==> src/hdl/etc_pkg.sv <==
`timescale 1ns / 1ps

package etc_pkg;

   // tick counter width (counts accepted ticks while capturing), timestamps keep the low TsWidth bits
   localparam int StampWidth = 32;
   localparam int TsWidth    = 32;
   localparam int QuietWidth = 32;
   localparam int CountWidth = 10;

   localparam logic [QuietWidth-1:0] QuietTicksReset = QuietWidth'(200 * 1000 * 10);
   localparam logic [CountWidth:0]   BytesPerRecord  = (CountWidth + 1)'(4);
   localparam logic [CountWidth:0]   CountMax        = (CountWidth + 1)'(1023);

   // queue between front and back
   localparam int QueueDepth      = 4;
   localparam int QueueAddrWidth  = $clog2(QueueDepth);
   localparam int QueueCountWidth = $clog2(QueueDepth + 1);

   // request operations
   localparam logic OpStart = 1'b0;
   localparam logic OpTick  = 1'b1;

   // result codes
   localparam logic KindEdge = 1'b0;
   localparam logic KindEnd  = 1'b1;
   localparam logic ChanClk  = 1'b0;
   localparam logic ChanData = 1'b1;

   // record slots of one bundle, emitted lowest first
   localparam int RecClk   = 0;
   localparam int RecData  = 1;
   localparam int RecEnd   = 2;
   localparam int RecCount = 3;

   typedef struct packed {
      logic [RecCount-1:0]   mask;
      logic                  clk_rise;
      logic                  data_rise;
      logic [TsWidth-1:0]    timestamp;
      logic [CountWidth-1:0] clk_bytes;
      logic [CountWidth-1:0] data_bytes;
   } etc_bundle_type;

   typedef struct packed {
      logic full;
      logic empty;
   } etc_fifo_status_type;

endpackage

==> src/hdl/etc_front.sv <==
`timescale 1ns / 1ps

module etc_front (
   input  logic                                clock,
   input  logic                                reset,
   input  logic                                req_push,
   input  logic                                req_operation,
   input  logic [etc_pkg::CountWidth-1:0]      req_byte_limit,
   input  logic                                req_clk_level,
   input  logic                                req_data_level,
   input  logic                                csr_wr_en,
   input  logic [etc_pkg::QuietWidth-1:0]      csr_wr_data,
   input  etc_pkg::etc_fifo_status_type        fifo_status,
   output logic                                bundle_push,
   output etc_pkg::etc_bundle_type             bundle
);

   typedef enum logic [2:0] {
      PhIdle    = 3'b001,
      PhQuiet   = 3'b010,
      PhCapture = 3'b100
   } phase_type;

   phase_type                         phase_ff, phase_in;
   logic [etc_pkg::QuietWidth-1:0]    quiet_ticks_ff, quiet_ticks_in;
   logic [etc_pkg::QuietWidth-1:0]    quiet_cnt_ff, quiet_cnt_in;
   logic [etc_pkg::StampWidth-1:0]    tick_ff, tick_in;
   logic                              clk_prev_ff, clk_prev_in;
   logic                              data_prev_ff, data_prev_in;
   logic [etc_pkg::CountWidth-1:0]    clk_bytes_ff, clk_bytes_in;
   logic [etc_pkg::CountWidth-1:0]    data_bytes_ff, data_bytes_in;
   logic [etc_pkg::CountWidth-1:0]    limit_ff, limit_in;

   logic                              accept;
   logic                              clk_edge, data_edge, done;
   logic [etc_pkg::CountWidth:0]      clk_sum, data_sum;
   logic [etc_pkg::CountWidth-1:0]    clk_bytes_next, data_bytes_next;

   assign accept    = req_push && !fifo_status.full;
   assign clk_edge  = req_clk_level != clk_prev_ff;
   assign data_edge = req_data_level != data_prev_ff;

   // saturating byte counts
   assign clk_sum  = {1'b0, clk_bytes_ff} + etc_pkg::BytesPerRecord;
   assign data_sum = {1'b0, data_bytes_ff} + etc_pkg::BytesPerRecord;

   always_comb begin
      clk_bytes_next  = clk_bytes_ff;
      data_bytes_next = data_bytes_ff;
      if (clk_edge) begin
         clk_bytes_next = (clk_sum > etc_pkg::CountMax) ?
                          etc_pkg::CountMax[etc_pkg::CountWidth-1:0] :
                          clk_sum[etc_pkg::CountWidth-1:0];
      end
      if (data_edge) begin
         data_bytes_next = (data_sum > etc_pkg::CountMax) ?
                           etc_pkg::CountMax[etc_pkg::CountWidth-1:0] :
                           data_sum[etc_pkg::CountWidth-1:0];
      end
   end

   assign done = (clk_bytes_next >= limit_ff) || (data_bytes_next >= limit_ff);

   always_comb begin
      phase_in       = phase_ff;
      quiet_ticks_in = csr_wr_en ? csr_wr_data : quiet_ticks_ff;
      quiet_cnt_in   = quiet_cnt_ff;
      tick_in        = tick_ff;
      clk_prev_in    = clk_prev_ff;
      data_prev_in   = data_prev_ff;
      clk_bytes_in   = clk_bytes_ff;
      data_bytes_in  = data_bytes_ff;
      limit_in       = limit_ff;
      bundle_push    = 1'b0;

      bundle.mask              = '0;
      bundle.mask[etc_pkg::RecClk]  = clk_edge;
      bundle.mask[etc_pkg::RecData] = data_edge;
      bundle.mask[etc_pkg::RecEnd]  = done;
      bundle.clk_rise   = req_clk_level;
      bundle.data_rise  = req_data_level;
      bundle.timestamp  = etc_pkg::TsWidth'(tick_ff);
      bundle.clk_bytes  = clk_bytes_next;
      bundle.data_bytes = data_bytes_next;

      if (accept) begin
         if (req_operation == etc_pkg::OpStart) begin
            phase_in      = PhQuiet;
            limit_in      = req_byte_limit;
            quiet_cnt_in  = '0;
            tick_in       = '0;
            clk_prev_in   = 1'b0;
            data_prev_in  = 1'b0;
            clk_bytes_in  = '0;
            data_bytes_in = '0;
         end else begin
            case (phase_ff)
               PhQuiet: begin
                  if (req_clk_level) begin
                     quiet_cnt_in = '0;
                  end else if (quiet_cnt_ff >= quiet_ticks_ff) begin
                     phase_in     = PhCapture;
                     tick_in      = '0;
                     clk_prev_in  = 1'b0;
                     data_prev_in = 1'b0;
                  end else begin
                     quiet_cnt_in = quiet_cnt_ff + 1'b1;
                  end
               end
               PhCapture: begin
                  clk_prev_in   = req_clk_level;
                  data_prev_in  = req_data_level;
                  clk_bytes_in  = clk_bytes_next;
                  data_bytes_in = data_bytes_next;
                  tick_in       = tick_ff + 1'b1;
                  bundle_push   = clk_edge || data_edge || done;
                  if (done) begin
                     phase_in = PhIdle;
                  end
               end
               default: begin
                  phase_in = phase_ff;
               end
            endcase
         end
      end
   end

   always_ff @(posedge clock) begin
      if (reset) begin
         phase_ff       <= PhIdle;
         quiet_ticks_ff <= etc_pkg::QuietTicksReset;
         quiet_cnt_ff   <= '0;
         tick_ff        <= '0;
         clk_prev_ff    <= 1'b0;
         data_prev_ff   <= 1'b0;
         clk_bytes_ff   <= '0;
         data_bytes_ff  <= '0;
         limit_ff       <= '0;
      end else begin
         phase_ff       <= phase_in;
         quiet_ticks_ff <= quiet_ticks_in;
         quiet_cnt_ff   <= quiet_cnt_in;
         tick_ff        <= tick_in;
         clk_prev_ff    <= clk_prev_in;
         data_prev_ff   <= data_prev_in;
         clk_bytes_ff   <= clk_bytes_in;
         data_bytes_ff  <= data_bytes_in;
         limit_ff       <= limit_in;
      end
   end

   // a bundle closing the capture always drops back to idle
   a_end_goes_idle: assert property (@(posedge clock) disable iff (reset)
      bundle_push && bundle.mask[etc_pkg::RecEnd] |=> phase_ff == PhIdle)
      else $error("capture did not end after end record");

endmodule

==> src/hdl/etc_fifo.sv <==
`timescale 1ns / 1ps

module etc_fifo (
   input  logic                          clock,
   input  logic                          reset,
   input  logic                          push,
   input  etc_pkg::etc_bundle_type       push_data,
   input  logic                          pop,
   output etc_pkg::etc_bundle_type       head,
   output etc_pkg::etc_fifo_status_type  status
);

   etc_pkg::etc_bundle_type                entries_ff [etc_pkg::QueueDepth];
   logic [etc_pkg::QueueAddrWidth-1:0]     wr_ptr_ff, wr_ptr_in;
   logic [etc_pkg::QueueAddrWidth-1:0]     rd_ptr_ff, rd_ptr_in;
   logic [etc_pkg::QueueCountWidth-1:0]    count_ff, count_in;
   logic                                   do_push, do_pop;

   assign status.full  = count_ff == etc_pkg::QueueCountWidth'(etc_pkg::QueueDepth);
   assign status.empty = count_ff == '0;
   assign do_push      = push && !status.full;
   assign do_pop       = pop && !status.empty;
   assign head         = entries_ff[rd_ptr_ff];

   always_comb begin
      wr_ptr_in = do_push ? wr_ptr_ff + 1'b1 : wr_ptr_ff;
      rd_ptr_in = do_pop ? rd_ptr_ff + 1'b1 : rd_ptr_ff;
      count_in  = count_ff;
      if (do_push && !do_pop) begin
         count_in = count_ff + 1'b1;
      end else if (do_pop && !do_push) begin
         count_in = count_ff - 1'b1;
      end
   end

   always_ff @(posedge clock) begin
      if (do_push) begin
         entries_ff[wr_ptr_ff] <= push_data;
      end
   end

   always_ff @(posedge clock) begin
      if (reset) begin
         wr_ptr_ff <= '0;
         rd_ptr_ff <= '0;
         count_ff  <= '0;
      end else begin
         wr_ptr_ff <= wr_ptr_in;
         rd_ptr_ff <= rd_ptr_in;
         count_ff  <= count_in;
      end
   end

   a_count_bound: assert property (@(posedge clock) disable iff (reset)
      count_ff <= etc_pkg::QueueCountWidth'(etc_pkg::QueueDepth))
      else $error("queue count beyond depth");

   a_no_push_full: assert property (@(posedge clock) disable iff (reset)
      !(push && status.full))
      else $error("bundle pushed into a full queue");

   a_ptr_gap: assert property (@(posedge clock) disable iff (reset)
      (count_ff == '0) || (count_ff == etc_pkg::QueueCountWidth'(etc_pkg::QueueDepth))
      || (wr_ptr_ff != rd_ptr_ff))
      else $error("queue pointers disagree with count");

endmodule

==> src/hdl/etc_back.sv <==
`timescale 1ns / 1ps

module etc_back (
   input  logic                                clock,
   input  logic                                reset,
   input  etc_pkg::etc_bundle_type             head,
   input  etc_pkg::etc_fifo_status_type        fifo_status,
   output logic                                fifo_pop,
   input  logic                                rsp_pop,
   output logic                                rsp_empty,
   output logic                                rsp_kind,
   output logic                                rsp_channel,
   output logic                                rsp_rising,
   output logic [etc_pkg::TsWidth-1:0]         rsp_timestamp,
   output logic [etc_pkg::CountWidth-1:0]      rsp_clk_byte_count,
   output logic [etc_pkg::CountWidth-1:0]      rsp_data_byte_count,
   output logic                                rsp_last
);

   etc_pkg::etc_bundle_type              cur_ff;
   logic [etc_pkg::RecCount-1:0]         mask_ff, mask_in;
   logic [etc_pkg::RecCount-1:0]         mask_left;
   logic                                 taken;

   assign rsp_empty = mask_ff == '0;
   assign taken     = rsp_pop && !rsp_empty;
   // drop the lowest pending record once it is taken
   assign mask_left = taken ? (mask_ff & (mask_ff - 1'b1)) : mask_ff;
   assign fifo_pop  = !fifo_status.empty && (mask_left == '0);
   assign mask_in   = fifo_pop ? head.mask : mask_left;

   always_comb begin
      rsp_kind            = etc_pkg::KindEdge;
      rsp_channel         = etc_pkg::ChanClk;
      rsp_rising          = 1'b0;
      rsp_clk_byte_count  = '0;
      rsp_data_byte_count = '0;
      rsp_last            = 1'b0;
      rsp_timestamp       = cur_ff.timestamp;
      if (mask_ff[etc_pkg::RecClk]) begin
         rsp_rising = cur_ff.clk_rise;
      end else if (mask_ff[etc_pkg::RecData]) begin
         rsp_channel = etc_pkg::ChanData;
         rsp_rising  = cur_ff.data_rise;
      end else begin
         rsp_kind            = etc_pkg::KindEnd;
         rsp_clk_byte_count  = cur_ff.clk_bytes;
         rsp_data_byte_count = cur_ff.data_bytes;
         rsp_last            = 1'b1;
      end
   end

   always_ff @(posedge clock) begin
      if (fifo_pop) begin
         cur_ff <= head;
      end
   end

   always_ff @(posedge clock) begin
      if (reset) begin
         mask_ff <= '0;
      end else begin
         mask_ff <= mask_in;
      end
   end

   a_hold_stalled: assert property (@(posedge clock) disable iff (reset)
      !rsp_empty && !rsp_pop |=> $stable(mask_ff) && $stable(cur_ff))
      else $error("pending records changed while stalled");

endmodule

==> src/hdl/edge_timestamp_capture.sv <==
`timescale 1ns / 1ps

// path: with queue and output stage empty, a tick request's first record is held in the bundle
//   queue, then in the output stage, before it is on the rsp ports; its other records follow as popped
// throughput: one request per cycle while the bundle queue has room; the rsp side
//   drains one record per cycle while rsp_pop is held; the next bundle loads as the last record is taken
// reset: synchronous, active high; clears phase, counters, queue and output stage,
//   quiet_ticks returns to 2000000; no clearing pass

module edge_timestamp_capture (
   input  logic                                clock,
   input  logic                                reset,
   // request side
   input  logic                                req_push,
   output logic                                req_full,
   input  logic                                req_operation,
   input  logic [etc_pkg::CountWidth-1:0]      req_byte_limit,
   input  logic                                req_clk_level,
   input  logic                                req_data_level,
   // result side
   output logic                                rsp_empty,
   input  logic                                rsp_pop,
   output logic                                rsp_kind,
   output logic                                rsp_channel,
   output logic                                rsp_rising,
   output logic [etc_pkg::TsWidth-1:0]         rsp_timestamp,
   output logic [etc_pkg::CountWidth-1:0]      rsp_clk_byte_count,
   output logic [etc_pkg::CountWidth-1:0]      rsp_data_byte_count,
   output logic                                rsp_last,
   // quiet_ticks register
   input  logic                                csr_wr_en,
   input  logic [etc_pkg::QuietWidth-1:0]      csr_wr_data
);

   etc_pkg::etc_fifo_status_type  fifo_status;
   etc_pkg::etc_bundle_type       push_bundle;
   etc_pkg::etc_bundle_type       head_bundle;
   logic                          bundle_push;
   logic                          fifo_pop;

   // the front only stalls on a full queue, never on the rsp side directly
   assign req_full = fifo_status.full;

   // front: start/quiet/capture sequencing, edge detect and byte counting,
   // one bundle of up to three records per tick
   etc_front u_front (
      .clock          (clock),
      .reset          (reset),
      .req_push       (req_push),
      .req_operation  (req_operation),
      .req_byte_limit (req_byte_limit),
      .req_clk_level  (req_clk_level),
      .req_data_level (req_data_level),
      .csr_wr_en      (csr_wr_en),
      .csr_wr_data    (csr_wr_data),
      .fifo_status    (fifo_status),
      .bundle_push    (bundle_push),
      .bundle         (push_bundle)
   );

   // short queue decoupling front from back
   etc_fifo u_fifo (
      .clock     (clock),
      .reset     (reset),
      .push      (bundle_push),
      .push_data (push_bundle),
      .pop       (fifo_pop),
      .head      (head_bundle),
      .status    (fifo_status)
   );

   // back: unpacks a bundle into records in clock, data, end order
   etc_back u_back (
      .clock               (clock),
      .reset               (reset),
      .head                (head_bundle),
      .fifo_status         (fifo_status),
      .fifo_pop            (fifo_pop),
      .rsp_pop             (rsp_pop),
      .rsp_empty           (rsp_empty),
      .rsp_kind            (rsp_kind),
      .rsp_channel         (rsp_channel),
      .rsp_rising          (rsp_rising),
      .rsp_timestamp       (rsp_timestamp),
      .rsp_clk_byte_count  (rsp_clk_byte_count),
      .rsp_data_byte_count (rsp_data_byte_count),
      .rsp_last            (rsp_last)
   );

endmodule
==> config.mk <==
export PLATFORM = sky130hd
export DESIGN_NAME = edge_timestamp_capture
export DESIGN_NICKNAME = d
export VERILOG_FILES = /design/src/hdl/etc_pkg.sv /design/src/hdl/etc_front.sv /design/src/hdl/etc_fifo.sv /design/src/hdl/etc_back.sv /design/src/hdl/edge_timestamp_capture.sv
export SDC_FILE = /design/constraint.sdc
export NUM_CORES = 1
export LEC_CHECK = 0
export BUFFER_PORTS_ARGS = -buffer_cell sky130_fd_sc_hd__buf_2
export CORE_MARGIN = 4
export CORE_UTILIZATION = 35
export DETAILED_ROUTE_END_ITERATION = 6
export PLACE_DENSITY = 0.52
export SYNTH_ARGS = -nofsm -noshare
export SYNTH_HDL_FRONTEND = slang
export SYNTH_SLANG_ARGS = --single-unit
==> constraint.sdc <==
create_clock -name clock -period 5.15 [get_ports clock]
set_clock_uncertainty 0.1 [all_clocks]
set_input_delay 0.515 -clock clock [delete_from_list [all_inputs] [get_ports clock]]
set_output_delay 0.515 -clock clock [all_outputs]
set_load 0.02 [all_outputs]
==> results of run 1 <==
==> power groups by stage <==
stage          registers, W  clock network, W  logic [W]
2_1_floorplan       0.00416                 0    0.00134
3_3_place_gp        0.00431                 0    0.00168
3_5_place_dp        0.00432                 0    0.00168
4_1_cts             0.00425           0.00342    0.00169
5_1_grt             0.00429           0.00356    0.00180
6_report            0.00423           0.00332    0.00165
==> worst max-delay path, delay by kind of cell, from the launching register on <==
kind / cells / cell delay [ns]
DFF: 1 / 0.43
buffers and inverters: 2 / 0.11
xor gates and xnor gates: 2 / 0.26
adders and majority gates: 4 / 1.13
AOI/OAI and AO/OA: 4 / 0.70
and+or+nand+nor: 8 / 2.06
==> layout by cell type (no fill, tap or decap), types with 6 or more instances in the layout <==
| master | instances |
|---|---|
| edfxtp_1 | 282 |
| dfxtp_1 | 139 |
| a21oi_1 | 111 |
| buf_2 | 107 |
| nand2_1 | 103 |
| nor2_1 | 92 |
| inv_1 | 66 |
| ha_1 | 61 |
| mux4_2 | 57 |
| clkbuf_16 | 46 |
| o21ai_0 | 44 |
| buf_4 | 41 |
| nand3_1 | 32 |
| and2_1 | 31 |
| or4_1 | 31 |
| mux2i_1 | 31 |
| o31ai_1 | 27 |
| and3_1 | 20 |
| nand4_1 | 18 |
| or3_1 | 18 |
| nor3_1 | 15 |
| o211ai_1 | 13 |
| clkbuf_1 | 11 |
| clkinv_2 | 10 |
| a31oi_1 | 9 |
| and4_1 | 9 |
| nand2b_1 | 8 |
| xor2_1 | 7 |
| a22o_1 | 7 |
| xnor2_1 | 6 |
| or2_2 | 6 |
==> through the flow <==
step | std cells | hold slack (ns) | cell area [um^2] | utilization (%)
2_1_floorplan | 1425 | 0.3310 | 18350 | -
3_3_place_gp | 2164 | 0.3457 | 19620 | 38.00
3_5_place_dp | 2164 | 0.3481 | 19620 | 38.00
4_1_cts | 2250 | 0.009016 | 21150 | 40.97
5_1_grt | 2251 | 0.03509 | 21210 | 41.09
6_report | 2251 | 0.04802 | 21210 | 41.09
==> flip-flops by register name (all words and copies together) (netlist names), named ones only <==
| name | cells |
|---|---|
| u_back.cur_ff | 22 |
| u_back.mask_ff | 3 |
| u_back.rsp_timestamp | 32 |
| u_fifo.count_ff | 3 |
| u_fifo.entries_ff | 228 |
| u_fifo.rd_ptr_ff | 2 |
| u_fifo.wr_ptr_ff | 2 |
| u_front.clk_bytes_ff | 10 |
| u_front.clk_prev_ff | 1 |
| u_front.data_bytes_ff | 10 |
| u_front.data_prev_ff | 1 |
| u_front.limit_ff | 10 |
| u_front.phase_ff | 3 |
| u_front.quiet_cnt_ff | 32 |
| u_front.quiet_ticks_ff | 32 |
| u_front.tick_ff | 32 |
==> synth_stat cells (8+ instances only) <==
cell	instances	area (um^2)
a21oi_1	111	555.5
a31oi_1	11	68.82
and2_1	36	225.2
and3_1	20	125.1
and4_1	9	78.83
buf_1	11	41.29
buf_4	34	255.2
clkbuf_1	42	157.7
dfxtp_1	143	2863
edfxtp_1	282	8468
ha_1	63	788.3
inv_1	66	247.7
mux2i_1	31	310.3
mux4_2	57	1284
nand2_1	103	386.6
nand2b_1	8	50.05
nand3_1	32	160.2
nand4_1	18	112.6
nor2_1	92	345.3
nor3_1	16	80.08
o211ai_1	13	97.59
o21ai_0	44	220.2
o31ai_1	27	202.7
or3_1	18	112.6
or4_1	31	232.7
==> logic make-up (layout without fill, tap and decap cells) <==
| kind of cell | Yosys count | after routing | share of synthesized area [%] |
|---|---|---|---|
| simple gates | 410 | 410 | 11.41 |
| xor+xnor | 13 | 13 | 0.6208 |
| mux | 88 | 88 | 8.691 |
| flops | 425 | 425 | 61.78 |
| fa+ha+maj | 64 | 64 | 4.407 |
| buf+inv | 157 | 302 | 3.936 |
| compound gates | 268 | 268 | 9.162 |
| other cells | 0 | 1 | 0 |
==> what timing repair did <==
| action | CTS | global route |
|---|---|---|
| resized for setup | 0 | 13 |
| endpoints found under the setup margin | 0 | 231 |
| hold buffers | 0 | 0 |
==> final cells by class <==
cell class / count / area share, %
Tap cell: 680 / 4.012
Inverter: 66 / 1.168
Sequential cell: 425 / 53.47
Antenna cell: 1 / 0.01180
Timing Repair Buffer: 150 / 4.165
Clock inverter: 24 / 1.274
Clock buffer: 62 / 5.947
Multi-Input combinational cell: 843 / 29.95
==> metal layers <==
metal / vias up / routed length, um
met5: - / 28
li1: 5572 / -
met3: 67 / 1654
met2: 196 / 19690
met1: 5799 / 18740
met4: 4 / 925
==> path summary, 6_finish.rpt <==
kind / startpoint / endpoint / slack, ns / cells after the start
setup / recovery: u_front.clk_bytes_ff[3]$_SDFFE_PP0P_ / u_fifo.count_ff[2]$_SDFFE_PP0P_ / 0.29 / 20
hold / removal: csr_wr_data[10] / u_front.quiet_ticks_ff[10]$_SDFFE_PP1P_ / 0.05 / 3
setup reg to reg: u_front.clk_bytes_ff[3]$_SDFFE_PP0P_ / u_fifo.count_ff[2]$_SDFFE_PP0P_ / 0.29 / 20
hold reg to reg: u_front.limit_ff[8]$_SDFFE_PP0P_ / u_front.limit_ff[8]$_SDFFE_PP0P_ / 0.35 / 2
==> metrics.md, run 1 <==
| Metric | Value |
|---|---|
| CTS Buf Count | 46 |
| Met3 Use GR | 2.457% |
| CP arrival | 5.26 ns |
| Hold Violations, Final | 0 |
| Max_slew headroom | 29.44% |
| CTS Sinks | 425 |
| Layout net count | 1646 |
| Critical path endpoint category | register |
| Distinct cells, synth | 62 |
| Global route hottest layer | met2 |
| Synthesized area | 0.01834 mm^2 |
| Vias in the first global route | 11550 |
| Highest-delay cell along the critical path | or4_1 |
| Syn Area/Cell | 12.87 um^2 |
| Pwr Density | 433.9 mW/mm^2 |
| RSZ-0062 raised after global routing | false |
| First DRT Iteration DRCs | 847 |
| Clk buf depth | 3 |
| Cells along the critical path | ha_2 -> xnor2_1 -> or3_1 -> or4_1 -> and2_1 -> nor3_2 -> or2_2 -> inv_1 -> ha_1 -> nand2b_1 -> a2111oi_1 -> o21ai_0 -> nand2_1 -> a41oi_2 -> ha_1 -> inv_1 -> fa_1 -> xor2_1 -> or3_1 -> a21oi_1 |
| DIE HEIGHT | 236.9 um |
| H-Tree Level Count | 2 |
| Synthesized Nets | 1539 |
| CP Data Required Time | 5.54 ns |
| Setup crit start kind | register |
| Syn. warnings | 0 |
| Min cycle time layout | 4.864 ns |
| Largest net degree at the start of global routing | 63 |
| FP Rows | 83 |
| Tot Pwr | 0.009202 W |
| Setup-failing EPs final | 0 |
| Worst vdd ir | 220.1 uV |
| Clock slew at reported path FFs | 0.06 ns |
| Die width | 236.9 um |
| Yosys reg bits | 425 |
| Filler cell count | 4858 |
| Worst min path class | in2reg |
| Clk pwr share | 36.0% |
| Run status | complete, no violations |
| Share of power burned in combinational logic | 17.9% |
| Via count | 11640 |
| First-pass GRT wire length | 64830 um |
| Clk Latency, worst-skew pair | 0.59 ns |
| Max cap viols | 0 |
| Switching share of power | 28.39% |
| Antenna Nets Post-Route | 0 |
| Max Clk Rate | 0.2056 GHz |
| Synthesized instance count | 1425 |
| Sum Neg Setup Slack | 0 ns |
| Initial antenna violation count | 3 |
| TritonCTS clock tree | done |
| CP Class | reg2reg |
| Leakage power figure | 7.381 nW |
| Port-buffer cells | 107 |
| Slew @ Worst Pin | 1.057 ns |
| Critical-path maximum fanout | 6 |
| Met1 Use GR | 19.47% |
| Max Transition Viols Final | 0 |
| Post-Place Setup Slack | 0.06921 ns |
| Async S/R FF share, synth | 0% |
| WL/cell | 18.23 um |
| Total track usage | 14.42% |
| Core Footprint | 0.05161 mm^2 |
| Pre-antenna DRT Iters | 5 |
| Seq/Total Area, Yosys | 61.78% |
| Root buffer cell | clkbuf_16 |
| Register Area | 0.01134 mm^2 |
| Final worst-path cycle share | 94.44% |
| Vias per cell | 5.170 |
| Multi-input gate area | 0.006352 mm^2 |
| Die area | 0.05613 mm^2 |
| Initial Utilization | 35.54% |
| CP max stage delay | 0.54 ns |
| DPL Wire Length | 26730 um |
| DRC | 0 |
| Post-CTS setup buffers | 0 |
| Routability Congestion | 0.7923 |
| Routing usage on met2 | 23.75% |
| DRT Wirelength | 41030 um |
| Layout cells sized above 1 | 19.75% |
| Pint | 0.006590 W |
| Final WS setup | 0.2864 ns |
| Ports | 108 |
| Seq pwr share | 46.0% |
| EDFF count, synth | 282 |
| Area Overhead vs Synth | 15.64% |
| P_sw | 0.002612 W |
| GR Overflow Total | 0 |
| Top FF cell, synth | edfxtp_1 |
Note: power is estimated with default switching activity, not from simulation.
==> run 2: changes to the inputs <==
CTS_BUF_LIST = sky130_fd_sc_hd__clkbuf_16   (was not set)
SKIP_LAST_GASP = 1   (was not set)
==> run 2 against run 1 <==
Global-route usage about the same. Final cell count did not move. Routed wire length barely moved. Via count barely moved. Hold slack improved by 0.0045 ns. Sequential power barely moved. Count of clock-buffer cells in the layout down 16. Total power down 1.1%. Largest cell class unchanged. Highest routed layer unchanged.
==> metrics.md, run 2 (synthesis results as in run 1) <==
| Metric | Value |
|---|---|
| Internal reg-to-reg setup slack | 0.28 ns |
| Multi-input gate area | 0.006352 mm^2 |
| Largest register by flop count | u_fifo.entries_ff |
| Layout net count | 1646 |
| Leakage power figure | 7.399 nW |
| Setup-failing EPs final | 0 |
| DRT Wirelength | 41040 um |
| WHS Endpoint | u_front.quiet_ticks_ff[10]$_SDFFE_PP1P_ |
| Register Area | 0.01134 mm^2 |
| Min cycle time layout | 4.875 ns |
| Worst Hold Path Cells | 3 |
| Hold_ws | 0.05256 ns |
| First DRT Iteration DRCs | 854 |
| Max cap viols | 0 |
| Area Overhead vs Synth | 15.36% |
| Sum Neg Setup Slack | 0 ns |
| DRC | 0 |
| Critical-path maximum fanout | 6 |
| Pwr Density | 429.9 mW/mm^2 |
| Final worst-path cycle share | 94.65% |
| Ports | 108 |
| HP Start | csr_wr_data[10] |
| Initial Utilization | 35.54% |
| Clock slew at reported path FFs | 0.06 ns |
| Final WS setup | 0.2753 ns |
| Hold Violations, Final | 0 |
| Filler cell count | 4863 |
| Antenna Nets Post-Route | 0 |
| CP Class | reg2reg |
| Vias in the first global route | 11540 |
| Die width | 236.9 um |
| Setup crit start kind | register |
| FP Rows | 83 |
| CP arrival | 5.26 ns |
| Max Clk Rate | 0.2051 GHz |
| DPL Wire Length | 26730 um |
| Routability Congestion | 0.7923 |
| CTS Sinks | 425 |
| Worst r2r path cells | 20 |
| Initial antenna violation count | 3 |
| CP Data Required Time | 5.54 ns |
| Root buffer cell | clkbuf_16 |
| End of the worst register-to-register path | u_fifo.count_ff[2]$_SDFFE_PP0P_ |
| Worst vdd ir | 220.4 uV |
| TritonCTS clock tree | done |
| Worst min path class | in2reg |
| Clk Latency, worst-skew pair | 0.58 ns |
| First-pass GRT wire length | 64800 um |
| Critical path endpoint category | register |
| H-Tree Level Count | 2 |
| CTS Buf Count | 46 |
| Run status | complete, no violations |
| Max_slew headroom | 29.34% |
| DIE HEIGHT | 236.9 um |
| Largest register FFs | 228 |
| WL/cell | 18.23 um |
| Die area | 0.05613 mm^2 |
| Core Footprint | 0.05161 mm^2 |
| Total track usage | 14.40% |
| Pre-antenna DRT Iters | 5 |
| Worst reg2reg startpoint | u_front.clk_bytes_ff[3]$_SDFFE_PP0P_ |
| Clk buf depth | 3 |
| Commonest cells after routing, fill and taps aside | edfxtp_1 (282), dfxtp_1 (139), a21oi_1 (111) |
| Max Transition Viols Final | 0 |
| Vias per cell | 5.167 |
| Layout cells sized above 1 | 19.43% |
| Post-Place Setup Slack | 0.06921 ns |
| Largest net degree at the start of global routing | 63 |
| GR Overflow Total | 0 |
| RSZ-0062 raised after global routing | false |
| Via count | 11630 |
| Port-buffer cells | 107 |
| # hold bufs at CTS | 0 |
| Slew @ Worst Pin | 1.059 ns |
| Commonest non-fill, non-tap cell in the layout | edfxtp_1 |
[run 2: cell count changes in the layout (fill, tap and decap cells not counted)]
| cell | change |
|---|---|
| clkinv_1 | +5 |
| clkbuf_1 | -11 |
| inv_1 | +11 |
| clkbuf_8 | -5 |
[run 2: power breakdown]
part | switching [W] | internal (W)
Combinational | 0.00101 | 0.000640
Sequential | 0.000222 | 0.00401
Clock | 0.00137 | 0.00184
[run 2: final cells by class]
cell class,instances,area share (%)
antenna,1,0.01183
clock buffer,46,5.440
clock inverter,40,1.561
inverter,66,1.171
multi-input combinational,843,30.02
sequential,425,53.60
tap,680,4.021
timing repair buffer,150,4.175
[run 2: metrics by stage]
| step | utilization [%] | instances | cell area, um^2 | total power [W] |
|---|---|---|---|---|
| floorplan | - | 1425 | 18350 | 0.005498 |
| CTS | 40.87 | 2250 | 21100 | 0.009256 |
| global route | 41.00 | 2251 | 21160 | 0.009545 |
| detailed placement | 38.00 | 2164 | 19620 | 0.006004 |
| global placement | 38.00 | 2164 | 19620 | 0.005989 |
| finish | 41.00 | 2251 | 21160 | 0.009097 |
[run 2: worst max-delay path: stages, from the launching register on]
cell and delay [ns]:
dfxtp_1 0.42, ha_2 0.28, xnor2_1 0.08, or3_1 0.37
or4_1 0.54, and2_1 0.22, nor3_2 0.22, or2_2 0.18
inv_1 0.05, ha_1 0.25, nand2b_1 0.09, a2111oi_1 0.07
o21ai_0 0.20, nand2_1 0.12, a41oi_2 0.28, ha_1 0.25
inv_1 0.06, fa_1 0.37, xor2_1 0.18, or3_1 0.31
a21oi_1 0.16
[run 2: per-layer routing]
metal	vias to the layer above	wire length [um]	global-route usage [%]
li1	5581	-	-
met1	5782	18830	19.46
met2	201	19650	23.77
met3	62	1649	2.434
met4	4	878	4.565
met5	-	28	0
[run 2: worst max path at each step]
stage                                                 end                             startpoint  slack (ns)  cells after the start
after floorplan           u_fifo.count_ff[2]$_SDFFE_PP0P_  u_front.data_bytes_ff[3]$_SDFFE_PP0P_        0.26                     22
after global placement    u_fifo.count_ff[2]$_SDFFE_PP0P_   u_front.clk_bytes_ff[3]$_SDFFE_PP0P_        0.12                     20
after detailed placement  u_fifo.count_ff[2]$_SDFFE_PP0P_  u_front.data_bytes_ff[3]$_SDFFE_PP0P_        0.07                     20
after CTS                 u_fifo.count_ff[2]$_SDFFE_PP0P_   u_front.clk_bytes_ff[3]$_SDFFE_PP0P_        0.01                     20
after global routing      u_fifo.count_ff[2]$_SDFFE_PP0P_  u_front.data_bytes_ff[2]$_SDFFE_PP0P_        0.02                     20
final                     u_fifo.count_ff[2]$_SDFFE_PP0P_   u_front.clk_bytes_ff[3]$_SDFFE_PP0P_        0.28                     20
[run 2: repair_timing]
item | in CTS | in global routing
resized for setup | 0 | 13
endpoints found under the setup margin | 0 | 231
setup buffers | 0 | 0
